--- src/rtl/alt_pkg.sv ---
package alt_pkg;

  // Table geometry
  localparam int TABLE_DEPTH = 256;
  localparam int SLOT_LIMIT  = 256;
  localparam int SEARCH_END  = (TABLE_DEPTH < SLOT_LIMIT) ? TABLE_DEPTH : SLOT_LIMIT;
  localparam int ADDR_W      = $clog2(SEARCH_END);
  localparam int FIRST_SLOT  = 2;

  // Field widths
  localparam int MAC_W  = 48;
  localparam int SLOT_W = 8;

  // Command codes
  localparam logic CMD_DISCOVER = 1'b0;
  localparam logic CMD_REQUEST  = 1'b1;

  // Reply codes
  typedef enum logic [1:0] {
    KIND_FULL  = 2'd0,
    KIND_OFFER = 2'd1,
    KIND_ACK   = 2'd2,
    KIND_TAKEN = 2'd3
  } kind_t;

  // One table entry as seen by the compare unit
  typedef struct packed {
    logic             used;
    logic [MAC_W-1:0] mac;
  } entry_t;

endpackage

--- src/rtl/alt_match.sv ---
module alt_match (
  input  alt_pkg::entry_t               entry,
  input  logic [alt_pkg::MAC_W-1:0]     client_mac,
  output logic                          hit
);

  // Slot is usable when empty or already leased to this client
  assign hit = !entry.used || (entry.mac == client_mac);

endmodule

--- config.mk ---
export PLATFORM = sky130hd
export DESIGN_NAME = alt_match
export DESIGN_NICKNAME = d
export VERILOG_FILES = /design/src/rtl/alt_pkg.sv /design/src/rtl/alt_match.sv
export SDC_FILE = /design/constraint.sdc
export NUM_CORES = 1
export LEC_CHECK = 0
export BUFFER_PORTS_ARGS = -buffer_cell sky130_fd_sc_hd__buf_2
export CORE_MARGIN = 5
export CORE_UTILIZATION = 27
export DETAILED_ROUTE_END_ITERATION = 16
export PLACE_DENSITY = 0.89
export REMOVE_ABC_BUFFERS = 1
export SYNTH_ARGS = -nofsm -noshare
export SYNTH_HDL_FRONTEND = slang
export SYNTH_SLANG_ARGS = --single-unit
--- constraint.sdc ---
create_clock -name vclk -period 1.2
set_input_delay 0.18 -clock vclk [all_inputs]
set_output_delay 0.18 -clock vclk [all_outputs]
set_load 0.01 [all_outputs]
Yosys cells after proc, flatten, opt, wreduce, memory -nomap -nowiden. Index checks and enable logic that the tools add are counted.

Reductions and logical operators: 2. Eq/ne operators: 1.

Operator list (count): equality test 48 bit (1); zero test 1 bit (1); logical OR 1 bit (1).

Bits in registers: 0. Output and inout port bits: 1.

Longest topological paths before layout.
Word-level depth: 2. Depth in mapped cells: 4. Mapped depth without buffers: 4.

Worst setup path before layout. No wires, ideal clock.

Path kind: input port to output port. From: in client_mac[43] (netlist bit). To: out hit. Cell stages on the path: 4. Slack: -0.052 ns. Arrival: 1.072 ns. Path through: xor2_1 > nor4_1 > nand4_1 > o31ai_1.

Longest elaborated chain between the ends: 2.

RTL lines: from (decl) (RTL line alt_match.sv:3) `input logic [alt_pkg::MAC_W-1:0] client_mac,`; equality test 48 bit (RTL line alt_match.sv:8) `assign hit = !entry.used || (entry.mac == client_mac);`; logical OR 1 bit (RTL line alt_match.sv:8); to (decl) (RTL line alt_match.sv:4) `output logic hit`.

Every way passes these cells.

Final worst setup path.
From: in client_mac[27] (netlist bit). To: out hit.

The elaborated chain is that of the path after synthesis.

==> impl_metrics.py <==
metrics = {
    "synthesis": {
        "yosysWarnings": 0,
        "synth_area_per_cell_um2": 8.15,
        "synthCells": 64,
        "yosysSeqAreaShare_pct": 0,
        "synth_cell_types": 4,
        "synth.cell_area_um2": 522,
    },
    "routing": {
        "wirelength_um": 1960,
        "firstDrtPassIters": 4,
        "vias": 812,
        "avgRoutedWirePerCell_um": 10.4,
        "vias_per_cell": 4.30,
        "ant_nets": 0,
        "first_iter_violations": 3,
        "drc": 0,
    },
    "finish": {
        "n_antenna_cell": 0,
        "post_layout_nonfiller_instances": 189,
        "multi_input_area_um2": 541,
        "layout-drive-gt1-share_pct": 62.3,
        "n_fill_cell": 177,
        "nClkBuffers": 0,
        "flops_and_latches": 0,
        "syn2layout_area_growth_pct": 105,
        "regArea_um2": 0,
        "fin_nets": 261,
    },
    "worst_setup_path": {
        "slowest_stage": "nor4_1",
        "cp-endpoint": "hit",
        "crit_family": "simple AND/OR/NAND/NOR gates",
        "max_stage_delay_ps": 310,
        "crit_top_cell": "buf_2",
        "arrival_ps": 1270,
        "crit_path_end_kind": "output port",
        "cp.required_ps": 1020,
        "path_class": "input pin to output port",
        "crit_buf_inv": 2,
        "worst_setup_path_start_kind": "input pin",
        "critPathLaunch": "client_mac[27]",
        "path_cells": "buf_2 -> xor2_1 -> nor4_1 -> nand4_1 -> o31ai_1 -> buf_2",
        "worst-path-stages": 6,
        "crit_fanout": 1,
    },
    "timing": {
        "max_slew_margin_pct": 80.5,
        "layout_setup_ws_ps": -253,
        "layout_min_cycle_time_ps": 1450,
        "finalSetupViolations": 1,
        "finalCritPeriodShare_pct": 121,
        "hold_viol": 0,
        "slew_violations": 0,
        "rsz0062_at_grt": "true",
        "max_freq_mhz": 688,
        "worst_pin_slew_ps": 289,
        "finalSetupTns_ps": -253,
    },
    "worst_hold_path": {
        "hold_path_class": "input pin to output port",
    },
    "power": {
        "clock_power_share_pct": 0,
        "sw_frac_of_total_pct": 40.3,
        "power_density_nw_per_um2": 298,
        "p_leak_nw": 0.602,
        "irDropWorstVdd_mv": 0.185,
        "p_int_uw": 190,
        "seq_power_share_pct": 0,
        "power_frac_comb_pct": 100.0,
        "netSwitchingPower_uw": 129,
    },
    "grt": {
        "grt_pass1_wl_um": 2690,
        "antenna_found_initial": 0,
        "grt_max_degree": 2,
        "grt_pass1_vias": 800,
        "track_usage_pct": 11.7,
        "overflow": 0,
    },
    "floorplan": {
        "die-area_um2": 2910,
        "rows": 16,
        "ios": 98,
        "start_util_pct": 27.4,
        "die_h_um": 54.0,
        "core_um2": 1900,
        "die_w_um": 54.0,
    },
    "placement": {
        "dp.cells": 189,
        "io_buffers": 98,
        "dp_hpwl_um": 1870,
        "place.gp.congestion": 0.738,
    },
    "outcome": {
        "failed_checks": "negative setup slack",
        "run_status": "finished with violations",
    },
    "clock_tree": {
        "cts_setup_buffers": 0,
        "ctsHoldBuffers": 0,
    },
    "flow_run": {
        "drv_cap": 0,
    },
}
## cells by family after synthesis
kind of cell | Yosys count | share of synthesized area, %
XOR/XNOR | 48 | 80.6
AO/OA/AOI/OAI | 1 | 1.44
AND/OR/NAND/NOR | 15 | 18.0
## worst min path at each step
stage,from,end,slack [ps],cells after the start
global route,entry[48],hit,630,3
global placement,entry[48],hit,620,3
floorplan,entry[48],hit,440,1
detailed placement,entry[48],hit,620,3
finish,entry[48],hit,620,3
CTS,entry[48],hit,620,3
## layout make-up
type | count | area share [%]
multi-input combinational | 64 | 50.5
timing repair buffer | 98 | 46.4
tap | 27 | 3.15
## per-layer routing
metal | vias up | part of all wire (%) | global-route usage (%)
li1 | 420 | - | -
met1 | 336 | 32 | 11.7
met2 | 56 | 54 | 25.8
met3 | 0 | 14 | 1.39
met4 | 0 | 0 | 0
met5 | - | 0 | 0
## cell usage after synthesis
cell	number	share of area [%]
nand4_1	3	3.6
nor4_1	12	14
o31ai_1	1	1.4
xor2_1	48	81
## repair_timing
| item | in CTS | in global routing |
|---|---|---|
| resized for setup | 1 | 3 |
| setup endpoints to repair | 1 | 1 |
| pin swaps | 1 | 3 |
| cloned | 0 | 0 |
## power groups by stage
stage | registers [mW] | clock network [mW] | logic (mW)
2_1_floorplan | 0 | 0 | 0.115
3_3_place_gp | 0 | 0 | 0.302
3_5_place_dp | 0 | 0 | 0.310
4_1_cts | 0 | 0 | 0.313
5_1_grt | 0 | 0 | 0.354
6_report | 0 | 0 | 0.319
## placed cells by master, fill, tap and decap left out
| cell type | netlist | final |
|---|---|---|
| buf_2 | 0 | 97 |
| xor2_1 | 48 | 48 |
| nor4_1 | 12 | 9 |
| nor4_2 | 0 | 3 |
| nand4_1 | 3 | 3 |
| o31ai_1 | 1 | 1 |
| buf_6 | 0 | 1 |
## tightest hold or removal path, cell delays in order
cell and delay (ps):
buf_2 70, o31ai_1 50, buf_2 130
## metrics by stage
step                      worst slack (ps)  total power [mW]  cell area, um2  utilization (%)  hold WS, ps
final                                 -253             0.319            1070             56.3          617
after global routing                  -327             0.354            1070             56.3          625
after CTS                             -277             0.313            1050             55.3          621
after detailed placement              -279             0.310            1050             55.0          620
after global placement                -314             0.302            1050             55.0          620
after floorplan                      -52.1             0.115             522                -          445
(Power assumes the default switching activity.)
